File: src/hdl/srld_pkg.sv
// Shared types and constants for the subpicture RLE line decoder.
// Depends on nothing; used by srld_front, srld_back and the top level.
`default_nettype none

package srld_pkg;

	// Field widths
	localparam int unsigned WIDTH_W = 13;
	localparam int unsigned MAP_W   = 16;
	localparam int unsigned NIB_W   = 4;
	localparam int unsigned IDX_W   = 4;
	localparam int unsigned CFG_A_W = 2;

	// Register indexes on the configuration port
	localparam logic [CFG_A_W-1:0] REG_LINE_WIDTH  = 2'd0;
	localparam logic [CFG_A_W-1:0] REG_PALETTE_MAP = 2'd1;
	localparam logic [CFG_A_W-1:0] REG_ALPHA_MAP   = 2'd2;

	// Register reset values
	localparam logic [WIDTH_W-1:0] LINE_WIDTH_RST  = 13'd720;
	localparam logic [MAP_W-1:0]   PALETTE_MAP_RST = 16'h0000;
	localparam logic [MAP_W-1:0]   ALPHA_MAP_RST   = 16'h000F;

	// Code thresholds by nibble count
	localparam logic [15:0] THR_1NIB = 16'h0004;
	localparam logic [15:0] THR_2NIB = 16'h0010;
	localparam logic [15:0] THR_3NIB = 16'h0040;
	localparam logic [15:0] THR_CR   = 16'h0100;

	// Byte as queued between front and back
	typedef struct packed {
		logic [NIB_W-1:0] nib_hi;
		logic [NIB_W-1:0] nib_lo;
		logic             lo_short; // low nibble alone forms a complete code
	} byte_item_t;

	// Configuration as seen by the back end
	typedef struct packed {
		logic [WIDTH_W-1:0] width;   // clamped line width
		logic [MAP_W-1:0]   palette;
		logic [MAP_W-1:0]   alpha;
	} cfg_t;

endpackage : srld_pkg

`default_nettype wire

File: src/hdl/srld_front.sv
// Front end: accepts stream bytes, splits and classifies them into a 2-entry queue.
// Depends on srld_pkg.
`default_nettype none

module srld_front (
	input  wire logic                clk,
	input  wire logic                arst_n,
	input  wire logic                in_valid,
	output logic                     in_stall,
	input  wire logic [7:0]          data_byte,
	output logic                     q_valid,
	output srld_pkg::byte_item_t     q_item,
	input  wire logic                q_pop
);

	srld_pkg::byte_item_t mem_q [2];
	logic                 wr_ptr_q;
	logic                 rd_ptr_q;
	logic [1:0]           count_q;
	logic                 push;
	logic                 pop;
	srld_pkg::byte_item_t new_item;

	// Classify incoming byte
	always_comb begin
		new_item.nib_hi   = data_byte[7:4];
		new_item.nib_lo   = data_byte[3:0];
		new_item.lo_short = ({12'd0, data_byte[3:0]} >= srld_pkg::THR_1NIB);
	end

	assign in_stall = (count_q == 2'd2);
	assign push     = in_valid && !in_stall;
	assign q_valid  = (count_q != 2'd0);
	assign pop      = q_pop && q_valid;
	assign q_item   = mem_q[rd_ptr_q];

	// Queue storage
	always_ff @(posedge clk) begin
		if (push) begin
			mem_q[wr_ptr_q] <= new_item;
		end
	end

	// Queue pointers and fill count
	always_ff @(posedge clk or negedge arst_n) begin
		if (!arst_n) begin
			wr_ptr_q <= 1'b0;
			rd_ptr_q <= 1'b0;
			count_q  <= 2'd0;
		end else begin
			if (push) wr_ptr_q <= !wr_ptr_q;
			if (pop)  rd_ptr_q <= !rd_ptr_q;
			case ({push, pop})
				2'b10:   count_q <= count_q + 2'd1;
				2'b01:   count_q <= count_q - 2'd1;
				default: count_q <= count_q;
			endcase
		end
	end

endmodule : srld_front

`default_nettype wire

File: src/hdl/srld_back.sv
// Back end: decodes nibbles into runs, one per cycle unless stalled.
// Holds the result register. Depends on srld_pkg.
`default_nettype none

module srld_back (
	input  wire logic                                 clk,
	input  wire logic                                 arst_n,
	input  wire srld_pkg::cfg_t                       cfg,
	input  wire logic                                 q_valid,
	input  wire srld_pkg::byte_item_t                 q_item,
	output logic                                      q_pop,
	output logic                                      out_valid,
	input  wire logic                                 out_stall,
	output logic [srld_pkg::WIDTH_W-1:0]              run_length,
	output logic [srld_pkg::IDX_W-1:0]                clut_index,
	output logic                                      opaque,
	output logic                                      end_of_line,
	output logic                                      last
);

	localparam int unsigned W = srld_pkg::WIDTH_W;

	// Decoder state
	logic [11:0]  accum_q;
	logic [1:0]   count_q;
	logic [W-1:0] col_q;
	logic         nib_sel_q;
	logic         out_valid_q;

	// Result register
	logic [W-1:0]                 len_s1;
	logic [srld_pkg::IDX_W-1:0]   idx_s1;
	logic                         opq_s1;
	logic                         eol_s1;
	logic                         last_s1;

	logic [3:0]   nib;
	logic [2:0]   cnt;
	logic [15:0]  code;
	logic         done;
	logic         is_cr;
	logic [W:0]   run_num;
	logic [1:0]   color;
	logic [W-1:0] remain;
	logic [W-1:0] len;
	logic         eol;
	logic         res_last;
	logic [3:0]   sel_idx;
	logic [3:0]   sel_alpha;
	logic         step;

	// Code assembly and completion test
	always_comb begin
		nib  = nib_sel_q ? q_item.nib_lo : q_item.nib_hi;
		cnt  = {1'b0, count_q} + 3'd1;
		code = {accum_q, nib};
		case (cnt)
			3'd1:    done = (code >= srld_pkg::THR_1NIB);
			3'd2:    done = (code >= srld_pkg::THR_2NIB);
			3'd3:    done = (code >= srld_pkg::THR_3NIB);
			default: done = 1'b1;
		endcase
		is_cr   = (cnt == 3'd4) && (code < srld_pkg::THR_CR);
		run_num = code[15:2];
		color   = code[1:0];
	end

	// Run length, clipping and line end
	always_comb begin
		remain    = (cfg.width > col_q) ? (cfg.width - col_q) : '0;
		sel_idx   = cfg.palette[{color, 2'b00} +: 4];
		sel_alpha = cfg.alpha[{color, 2'b00} +: 4];
		if (is_cr) begin
			len = remain;
			eol = 1'b1;
		end else begin
			len = (run_num < {1'b0, remain}) ? run_num[W-1:0] : remain;
			eol = (({1'b0, col_q} + {1'b0, len}) >= {1'b0, cfg.width});
		end
		// On the high nibble, the low nibble completes a code only if it stands alone
		res_last = nib_sel_q || eol || !q_item.lo_short;
	end

	assign step  = q_valid && (!out_valid_q || !out_stall);
	assign q_pop = step && (nib_sel_q || (done && eol));

	// Decoder state update
	always_ff @(posedge clk or negedge arst_n) begin
		if (!arst_n) begin
			accum_q     <= '0;
			count_q     <= '0;
			col_q       <= '0;
			nib_sel_q   <= 1'b0;
			out_valid_q <= 1'b0;
		end else begin
			if (step) begin
				out_valid_q <= done;
				nib_sel_q   <= !q_pop;
				if (done) begin
					accum_q <= '0;
					count_q <= '0;
					col_q   <= eol ? '0 : (col_q + len);
				end else begin
					accum_q <= code[11:0];
					count_q <= cnt[1:0];
				end
			end else if (!out_stall) begin
				out_valid_q <= 1'b0;
			end
		end
	end

	// Result payload
	always_ff @(posedge clk) begin
		if (step && done) begin
			len_s1  <= len;
			idx_s1  <= is_cr ? '0 : sel_idx;
			opq_s1  <= is_cr ? 1'b0 : sel_alpha[3];
			eol_s1  <= eol;
			last_s1 <= res_last;
		end
	end

	assign out_valid   = out_valid_q;
	assign run_length  = len_s1;
	assign clut_index  = idx_s1;
	assign opaque      = opq_s1;
	assign end_of_line = eol_s1;
	assign last        = last_s1;

endmodule : srld_back

`default_nettype wire

File: src/hdl/subpicture_rle_line_decoder_core.sv
// Subpicture RLE line decoder, top level: configuration registers, front/back hookup.
// Depends on srld_pkg, srld_front and srld_back.
//
// Usage:
//   Input channel: one byte of a line's run-length coded stream per item
//   (in_valid / in_stall / data_byte). High nibble is decoded first.
//   Output channel: one pixel run per item (out_valid / out_stall) with
//   run_length, clut_index, opaque, end_of_line and last. A byte gives
//   zero, one or two runs; last marks the final run of a byte.
//   Configuration: cfg_we writes cfg_data into register cfg_index
//   (0 line_width, 1 palette_map, 2 alpha_map); write only while idle.
// Timing:
//   A byte goes into a 2-entry queue; the back end decodes one nibble per
//   cycle unless stalled, and runs leave at up to one per cycle.
//   From an empty queue a run goes through the queue, then the result register.
// Reset: clears the queue, code assembly and column; registers return to
//   line_width 720, palette_map 0, alpha_map 0x000F. No clearing pass.
// Stall: a stalled run holds in the result register; the back end halts,
//   the queue fills and in_stall rises once two bytes are waiting.
`default_nettype none

module subpicture_rle_line_decoder_core #(
	parameter int unsigned MAX_LINE_WIDTH = 4096
) (
	input  wire logic                                 clk,
	input  wire logic                                 arst_n,
	input  wire logic                                 in_valid,
	output logic                                      in_stall,
	input  wire logic [7:0]                           data_byte,
	output logic                                      out_valid,
	input  wire logic                                 out_stall,
	output logic [srld_pkg::WIDTH_W-1:0]              run_length,
	output logic [srld_pkg::IDX_W-1:0]                clut_index,
	output logic                                      opaque,
	output logic                                      end_of_line,
	output logic                                      last,
	input  wire logic                                 cfg_we,
	input  wire logic [srld_pkg::CFG_A_W-1:0]         cfg_index,
	input  wire logic [srld_pkg::MAP_W-1:0]           cfg_data
);

	localparam logic [srld_pkg::WIDTH_W-1:0] MAX_W = srld_pkg::WIDTH_W'(MAX_LINE_WIDTH);

	logic [srld_pkg::WIDTH_W-1:0] line_width_q;
	logic [srld_pkg::MAP_W-1:0]   palette_map_q;
	logic [srld_pkg::MAP_W-1:0]   alpha_map_q;
	srld_pkg::cfg_t               cfg;
	logic                         q_valid;
	logic                         q_pop;
	srld_pkg::byte_item_t         q_item;

	// Configuration registers
	always_ff @(posedge clk or negedge arst_n) begin
		if (!arst_n) begin
			line_width_q  <= srld_pkg::LINE_WIDTH_RST;
			palette_map_q <= srld_pkg::PALETTE_MAP_RST;
			alpha_map_q   <= srld_pkg::ALPHA_MAP_RST;
		end else if (cfg_we) begin
			case (cfg_index)
				srld_pkg::REG_LINE_WIDTH:  line_width_q  <= cfg_data[srld_pkg::WIDTH_W-1:0];
				srld_pkg::REG_PALETTE_MAP: palette_map_q <= cfg_data;
				srld_pkg::REG_ALPHA_MAP:   alpha_map_q   <= cfg_data;
				default:                   ;
			endcase
		end
	end

	// Effective width: zero reads as one, clamp to the maximum
	always_comb begin
		if (line_width_q == '0) begin
			cfg.width = srld_pkg::WIDTH_W'(1);
		end else if (line_width_q > MAX_W) begin
			cfg.width = MAX_W;
		end else begin
			cfg.width = line_width_q;
		end
		cfg.palette = palette_map_q;
		cfg.alpha   = alpha_map_q;
	end

	srld_front u_front (
		.clk       (clk),
		.arst_n    (arst_n),
		.in_valid  (in_valid),
		.in_stall  (in_stall),
		.data_byte (data_byte),
		.q_valid   (q_valid),
		.q_item    (q_item),
		.q_pop     (q_pop)
	);

	srld_back u_back (
		.clk         (clk),
		.arst_n      (arst_n),
		.cfg         (cfg),
		.q_valid     (q_valid),
		.q_item      (q_item),
		.q_pop       (q_pop),
		.out_valid   (out_valid),
		.out_stall   (out_stall),
		.run_length  (run_length),
		.clut_index  (clut_index),
		.opaque      (opaque),
		.end_of_line (end_of_line),
		.last        (last)
	);

	// A run never exceeds the line
	a_len_le_width: assert property (@(posedge clk) disable iff (!arst_n)
		out_valid |-> (run_length <= cfg.width))
		else $error("run longer than line width");

	// A run that does not close the line is never empty
	a_mid_run_nonzero: assert property (@(posedge clk) disable iff (!arst_n)
		(out_valid && !end_of_line) |-> (run_length != '0))
		else $error("empty run before line end");

	// A run that ends the line while the byte continues cannot exist
	a_eol_implies_last: assert property (@(posedge clk) disable iff (!arst_n)
		(out_valid && end_of_line) |-> last)
		else $error("line end not marked as final run of byte");

endmodule : subpicture_rle_line_decoder_core

`default_nettype wire

File: config.mk
export PLATFORM = sky130hd
export DESIGN_NAME = subpicture_rle_line_decoder_core
export DESIGN_NICKNAME = d
export VERILOG_FILES = /design/src/hdl/srld_pkg.sv /design/src/hdl/srld_front.sv /design/src/hdl/srld_back.sv /design/src/hdl/subpicture_rle_line_decoder_core.sv
export SDC_FILE = /design/constraint.sdc
export NUM_CORES = 1
export LEC_CHECK = 0
export BUFFER_PORTS_ARGS = -buffer_cell sky130_fd_sc_hd__clkbuf_2
export CELL_PAD_IN_SITES_DETAIL_PLACEMENT = 1
export CELL_PAD_IN_SITES_GLOBAL_PLACEMENT = 2
export CORE_MARGIN = 1.5
export CORE_UTILIZATION = 39
export DETAILED_ROUTE_END_ITERATION = 10
export PLACE_DENSITY = 0.89
export SLEW_MARGIN = 20
export SYNTH_ARGS = -nofsm -noshare
export SYNTH_HDL_FRONTEND = slang
export SYNTH_HIERARCHICAL = 1
export SYNTH_SLANG_ARGS = --single-unit
File: constraint.sdc
create_clock -name clk -period 12.4 [get_ports clk]
set_clock_uncertainty 0.15 [all_clocks]
set_input_delay 1.24 -clock clk [delete_from_list [all_inputs] [get_ports clk]]
set_output_delay 1.24 -clock clk [all_outputs]
set_load 0.005 [all_outputs]
* After elaboration in Yosys (flattened, before gate mapping)
Memory sizes are Yosys's and may differ from the RTL's. Cells that the tools add are included.
Operators by class: add/sub/neg operators 6, $mul 0, divide/modulo/power cells 0, order comparisons 9, eq/ne operators 10, shift operators 2, mux-type cells 16, bitwise operators 0, reduce and logical (&&, ||, !) cells 26
Operators by type and width (count):
- $mux 13 | 6
- $shiftx 16x5->4 | 2
- $ge 16x3->1 const B | 1
- $ge 16x5->1 const B | 1
- $ge 16x7->1 const B | 1
- $lt 16x9->1 const B | 1
- $add 13x13->14 | 1
- $ge 14x13->1 | 1
- $lt 14x13->1 | 1
- $add 13x13->13 | 1
- $gt 13x13->1 | 1
- $gt 13x13->1 const B | 1
- $logic_not 13->1 | 1
- $sub 13x13->13 | 1
- $mux 12 | 1
- $reduce_and 2->1 | 4
- $logic_and 1x1->1 | 7
- $logic_not 1->1 | 7
- $eq 2x2->1 const B | 3
- $eq 3x2->1 const B | 2
- $mux 1 | 5
- $eq 2x1->1 const B | 2
- $ge 4x3->1 const B | 1
- $logic_or 1x1->1 | 4
- 12 further kinds | 13
Word-level totals: register bits after elaboration 98, bits in latches 0, memory bits (writable) 18, bits in read-only memories 0, input bits 31, output and inout port bits 22, logic and storage cells 86, memories kept 1
Memory list:
- u_front.mem_q | words 2, bits a word 9, read ports 1, clocked after memory_dff 0, wr ports 1, line srld_front.sv:16 | srld_pkg::byte_item_t mem_q [2];

* Longest topological paths before layout
Gate-level depths: netlist (run 1).
word-level depth 16, depth in mapped cells 44, gate-level depth less buffers 42

* Hierarchy
Netlist (run 1), hierarchy kept.
By module, submodules not included:
- srld_back | instances 1, cells each 541, area each 4778.3 um^2, sequential area each 1326.3 um^2
- subpicture_rle_line_decoder_core | instances 1, cells each 114, area each 1836.8 um^2, sequential area each 1136.1 um^2
- srld_front | instances 1, cells each 47, area each 852.1 um^2, sequential area each 640.6 um^2

* Least setup slack after synthesis (run 1)
OpenSTA, ideal clock, no wires.
path kind reg2reg, start register line_width_q[12] in the netlist's numbering, end register u_front.count_q[1], setup time 0.079 ns, arrival 7.440 ns, required time 12.171 ns, slack 4.731 ns, cell stages (with the launch flop) 43, path buffers 3, period minus slack after synthesis 7.669 ns, path through dfrtp_1 clkbuf_1 nor2b_1 ha_1 nor2b_1 o31a_1 o31a_1 o21bai_1 a21oi_1 buf_2 and2_1 inv_1 ha_1 nand3_1 a21oi_1 a211oi_1 o21ai_1 a21boi_2 (+7 left out) a21oi_1 o21bai_1 a21o_1 a21oi_1 o21ai_0 xnor2_1 ha_1 a21oi_1 nor2b_1 o21ai_0 nand2_1 a311o_2 a21oi_1 nor2_1 and2_4 ha_1 nor2_1 xor2_1
RTL lines:
- from (decl) | line subpicture_rle_line_decoder_core.sv:44 | logic [srld_pkg::WIDTH_W-1:0] line_width_q;
- from (signal assigned) | line subpicture_rle_line_decoder_core.sv:55 | line_width_q <= srld_pkg::LINE_WIDTH_RST;
- from (signal assigned) | line subpicture_rle_line_decoder_core.sv:60 | srld_pkg::REG_LINE_WIDTH: line_width_q <= cfg_data[srld_pkg::WIDTH_W-1:0];
- to (signal assigned) | line srld_front.sv:54 | 2'b10: count_q <= count_q + 2'd1;
- to (signal assigned) | line srld_front.sv:55 | 2'b01: count_q <= count_q - 2'd1;
- to (signal assigned) | line srld_front.sv:56 | default: count_q <= count_q;
- to (decl) | line srld_front.sv:19 | logic [1:0] count_q;

==> results.json, run 1 <==
{
  "fin_ws_ns": 2.416,
  "grt_pass1_wl_um": 31000,
  "outcome": "complete, no violations",
  "drtPass1Iterations": 4,
  "antenna_cells": 0,
  "ant_nets": 0,
  "hp-class": "reg -> reg",
  "grt-ovfl-total": 0,
  "syn_nets": 781,
  "ctsLongestPathBuffers": 2,
  "r2r_slack_ns": 2.42,
  "final_area_um2": 7805,
  "r2r_end": "u_front/count_q[1]",
  "die-area_um2": 18830,
  "clockRootBuffer": "clkbuf_16",
  "fillers": 1945,
  "setup.worst_path.end_class": "register",
  "track_usage_pct": 21.64,
  "met1_length_um": 8334,
  "final_cell_mix": "nand2_1 (71), ha_1 (69), dfrtp_1 (61)",
  "worst_pin_slew_ns": 1.024,
  "rsz0062_at_grt": "no",
  "wirelength_um": 18730,
  "hold_viol": 0,
  "cts_buffers": 9,
  "cts_resized": 0,
  "path_class": "reg -> reg",
  "holdPathEnd": "u_front/count_q[1]",
  "worstPathRequired_ns": 12.53,
  "grt_pass1_vias": 6052,
  "io_buffer_count": 52,
  "max_stage_delay_ns": 0.81,
  "coreArea_um2": 17480,
  "num_rows": 48,
  "r2r_cells": 39,
  "postLayoutCoreUtil_pct": 44.66,
  "placedInstanceArea_um2": 7491,
  "cp_max_fo": 22,
  "place_worst_setup_slack_ns": 2.516,
  "yosysWarningCount": 6,
  "finalCriticalPeriod_ns": 9.984,
  "antenna_found_initial": 0,
  "seqCellArea_um2": 2799,
  "netlist_instances": 678,
  "worstPathArrival_ns": 10.12,
  "die_x_um": 137.2,
  "slowest_stage": "a21oi_1",
  "pin_count": 53,
  "slew_viol_final": 0,
  "area_growth_pct": 11.06,
  "worstHoldStart": "u_front/count_q[1]",
  "layout_commonest_cell": "nand2_1",
  "critPathLaunchType": "register",
  "fmax_mhz": 100.2,
  "clock_latency_ns": 0.36,
  "postCtsSetupRepairBufs": 0,
  "wl_per_cell_um": 19.59,
  "maxSlewHeadroom_pct": 29.76,
  "mappedNetlistArea_um2": 7028,
  "cts_max_level": 3,
  "dr_wl_met2_um": 9441,
  "start_util_pct": 40.21,
  "dr.max_layer_used": "met4",
  "die_h_um": 137.2,
  "avgSynthCellArea_um2": 10.37,
  "post-route-period-util_pct": 80.52,
  "drc_errors": 0,
  "min_path_cells": 1,
  "clk_pin_slew_ns": 0.09,
  "cts-hold-fix-buffers": 0,
  "finalSetupViolations": 0,
  "wl_met3_um": 421,
  "num_vias": 5352,
  "gp_congestion": 0.9018,
  "cpMostUsedCell": "a21oi_1",
  "num-nets-final": 829,
  "hpwl_um": 14590,
  "drive_gt1_share_pct": 20.38,
  "cts.sinks": 104,
  "tns_ns": 0,
  "first_iter_violations": 244,
  "multi_input_area_um2": 3944,
  "cts_tree": "built",
  "r2r-start": "line_width_q[12]",
  "grt_start_max_net_pins": 67,
  "vias_per_cell": 5.598,
  "maxCapViolCount": 0
}
-- worst max-delay path, delay by kind of cell (launching register included) --
family | cells | cell delay (ns)
simple gates | 8 | 1.37
flops | 1 | 0.58
buf+inv | 3 | 0.20
fa+ha+maj | 6 | 1.59
xor+xnor | 1 | 0.17
compound gates | 20 | 5.59
mux | 1 | 0.19
-- sequential cells by signal (all words and copies together) (netlist names), 2 cells and up --
name and count:
u_front/mem_q 18, palette_map_q 16, line_width_q 13, u_back/col_q 13
u_back/run_length 13, u_back/accum_q 12, alpha_map_q 4, u_back/clut_index 4
u_back/count_q 2, u_front/count_q 2
-- final cells by class --
| class | instances | share of cell area, % |
|---|---|---|
| multi-input cells | 507 | 50.53 |
| flip-flops and latches | 104 | 35.86 |
| inverters | 49 | 2.357 |
| clock buffers | 9 | 2.886 |
| repair buffers | 55 | 3.623 |
| well taps | 225 | 3.607 |
| clock inverters | 7 | 1.138 |
-- per-stage QoR --
stage                     hold slack (ns)  instances
after CTS                          0.3498        956
after global routing               0.3765        956
after global placement             0.3303        940
after detailed placement           0.3307        940
final                              0.3504        956
after floorplan                    0.3064        678
-- metal layers --
| layer | track usage, % | vias up |
|---|---|---|
| met5 | 0 | - |
| met1 | 26.70 | 2701 |
| met3 | 2.612 | 31 |
| met2 | 38.41 | 73 |
| met4 | 8.655 | 0 |
| li1 | - | 2547 |
-- how the worst max path moves through the flow --
stage	from	to	slack [ns]	depth (start not counted)
finish	line_width_q[12]	u_front/count_q[1]	2.42	39
global route	line_width_q[12]	u_front/count_q[1]	1.32	40
floorplan	line_width_q[12]	u_front/count_q[1]	4.73	42
detailed placement	line_width_q[12]	u_front/count_q[1]	2.52	39
CTS	line_width_q[12]	u_front/count_q[1]	2.44	39
global placement	line_width_q[8]	u_front/count_q[1]	3.10	38
Power of run 1 is left out: the tool's default activity adds up to more than one toggle a clock period on the data nets, which glitch-free logic cannot reach.
==> run 2, diff against run 1 <==
clock period = 9.9 ns   (was 12.4 ns; I/O delays follow)
==> results.json, run 2 (synthesized netlist as in run 1, its figures left out) <==
{
  "die_h_um": 137.2,
  "clockRootBuffer": "clkbuf_16",
  "num_rows": 48,
  "slew_viol_final": 0,
  "track_usage_pct": 21.80,
  "grtUsageMet2_pct": 38.36,
  "worst_pin_slew_ns": 0.9650,
  "grt_pass1_wl_um": 30940,
  "antenna_cells": 0,
  "cts_buffers": 9,
  "num_vias": 5304,
  "path_class": "reg -> reg",
  "start_util_pct": 40.21,
  "pin_count": 53,
  "ctsLongestPathBuffers": 2,
  "hp-class": "reg -> reg",
  "clock_latency_ns": 0.37,
  "cts-hold-fix-buffers": 0,
  "vias_per_cell": 5.537,
  "cp_max_fo": 22,
  "grt_pass1_vias": 5786,
  "worstPathRequired_ns": 10.03,
  "hpwl_um": 14920,
  "critPathLaunchType": "register",
  "multi_input_area_um2": 3949,
  "finalSetupViolations": 0,
  "max_stage_delay_ns": 0.68,
  "drtPass1Iterations": 7,
  "cts_tree": "built",
  "top_regs": "u_front/mem_q x18, palette_map_q x16",
  "coreArea_um2": 17480,
  "layout_commonest_cell": "nand2_1",
  "die_x_um": 137.2,
  "cts_resized": 0,
  "maxCapViolCount": 0,
  "cts.sinks": 104,
  "tns_ns": 0,
  "antenna_found_initial": 0,
  "grt_start_max_net_pins": 67,
  "drc_errors": 0,
  "maxSlewHeadroom_pct": 33.83,
  "wirelength_um": 19130,
  "wl_per_cell_um": 19.96,
  "area_growth_pct": 11.18,
  "seqCellArea_um2": 2799,
  "worstPathArrival_ns": 9.26,
  "outcome": "complete, no violations",
  "fmax_mhz": 109.5,
  "globalRouteMet3Util_pct": 2.833,
  "largest_reg_flops": 18,
  "rsz0062_at_grt": "no",
  "num-nets-final": 831,
  "post-route-period-util_pct": 92.24,
  "die-area_um2": 18830,
  "busiest_layer": "met2",
  "drive_gt1_share_pct": 20.74,
  "fillers": 1931,
  "hold_viol": 0,
  "gp_congestion": 0.8872,
  "grt-ovfl-total": 0,
  "first_iter_violations": 244,
  "use_met1_pct": 28.05,
  "finalCriticalPeriod_ns": 9.132,
  "top_register": "u_front/mem_q",
  "clk_pin_slew_ns": 0.09,
  "io_buffer_count": 52,
  "final_cell_mix": "nand2_1 (71), ha_1 (69), dfrtp_1 (61)",
  "setup.worst_path.end_class": "register",
  "cts_max_level": 3,
  "postCtsSetupRepairBufs": 0,
  "slowest_stage": "dfrtp_1",
  "cpMostUsedCell": "ha_1",
  "ant_nets": 0
}
==> run 2: cell count changes in the layout (fill, tap and decap cells not counted), moves of 2 or more <==
| cell | previous run | this run |
|---|---|---|
| inv_8 | 2 | 4 |
| clkinv_4 | 2 | 0 |
| clkinv_8 | 3 | 1 |
| buf_4 | 3 | 5 |
==> run 2: final cells by class <==
cell class	instances	area share, %
tap	225	3.603
inverter	49	2.354
multi-input combinational	507	50.54
clock inverter	7	0.9928
clock buffer	9	2.882
sequential	104	35.82
timing repair buffer	57	3.811
==> run 2: worst max-delay path: cells and delay by family, from the launching register on <==
kind | cells | cell delay [ns]
compound gates | 19 | 4.07
fa+ha+maj | 7 | 2.08
simple gates | 8 | 1.12
flops | 1 | 0.68
buf+inv | 5 | 0.53
mux | 1 | 0.22
xor+xnor | 1 | 0.17
==> run 2: final timing paths <==
path	start	end	slack [ns]	cells after the start
max	line_width_q[12]	u_front/count_q[1]	0.77	41
min	u_front/wr_ptr_q	u_front/wr_ptr_q	0.35	1
max reg2reg	line_width_q[12]	u_front/count_q[1]	0.77	41
min reg2reg	u_front/wr_ptr_q	u_front/wr_ptr_q	0.35	1
max in group asynchronous	arst_n	u_back/col_q[8]	8.32	2
min in group asynchronous	arst_n	alpha_map_q[11]	0.68	2
==> run 2: through the flow <==
stage | instances | area (um2) | hold slack, ns | setup slack [ns] | utilization, %
final | 958 | 7814 | 0.3524 | 0.7685 | 44.71
after global placement | 942 | 7502 | 0.3290 | 1.261 | 42.93
after CTS | 958 | 7809 | 0.3571 | 0.7692 | 44.68
after detailed placement | 942 | 7506 | 0.3441 | 0.8169 | 42.95
after floorplan | 678 | 7028 | 0.3064 | 2.231 | -
after global routing | 958 | 7814 | 0.3726 | 0.01967 | 44.71
==> run 2: metal layers <==
metal / vias up / wire [um]
li1: 2555 / -
met1: 2653 / 8756
met2: 74 / 9630
met3: 22 / 406
met4: 0 / 333
met5: - / 0
Power of run 2 is left out for the same reason.
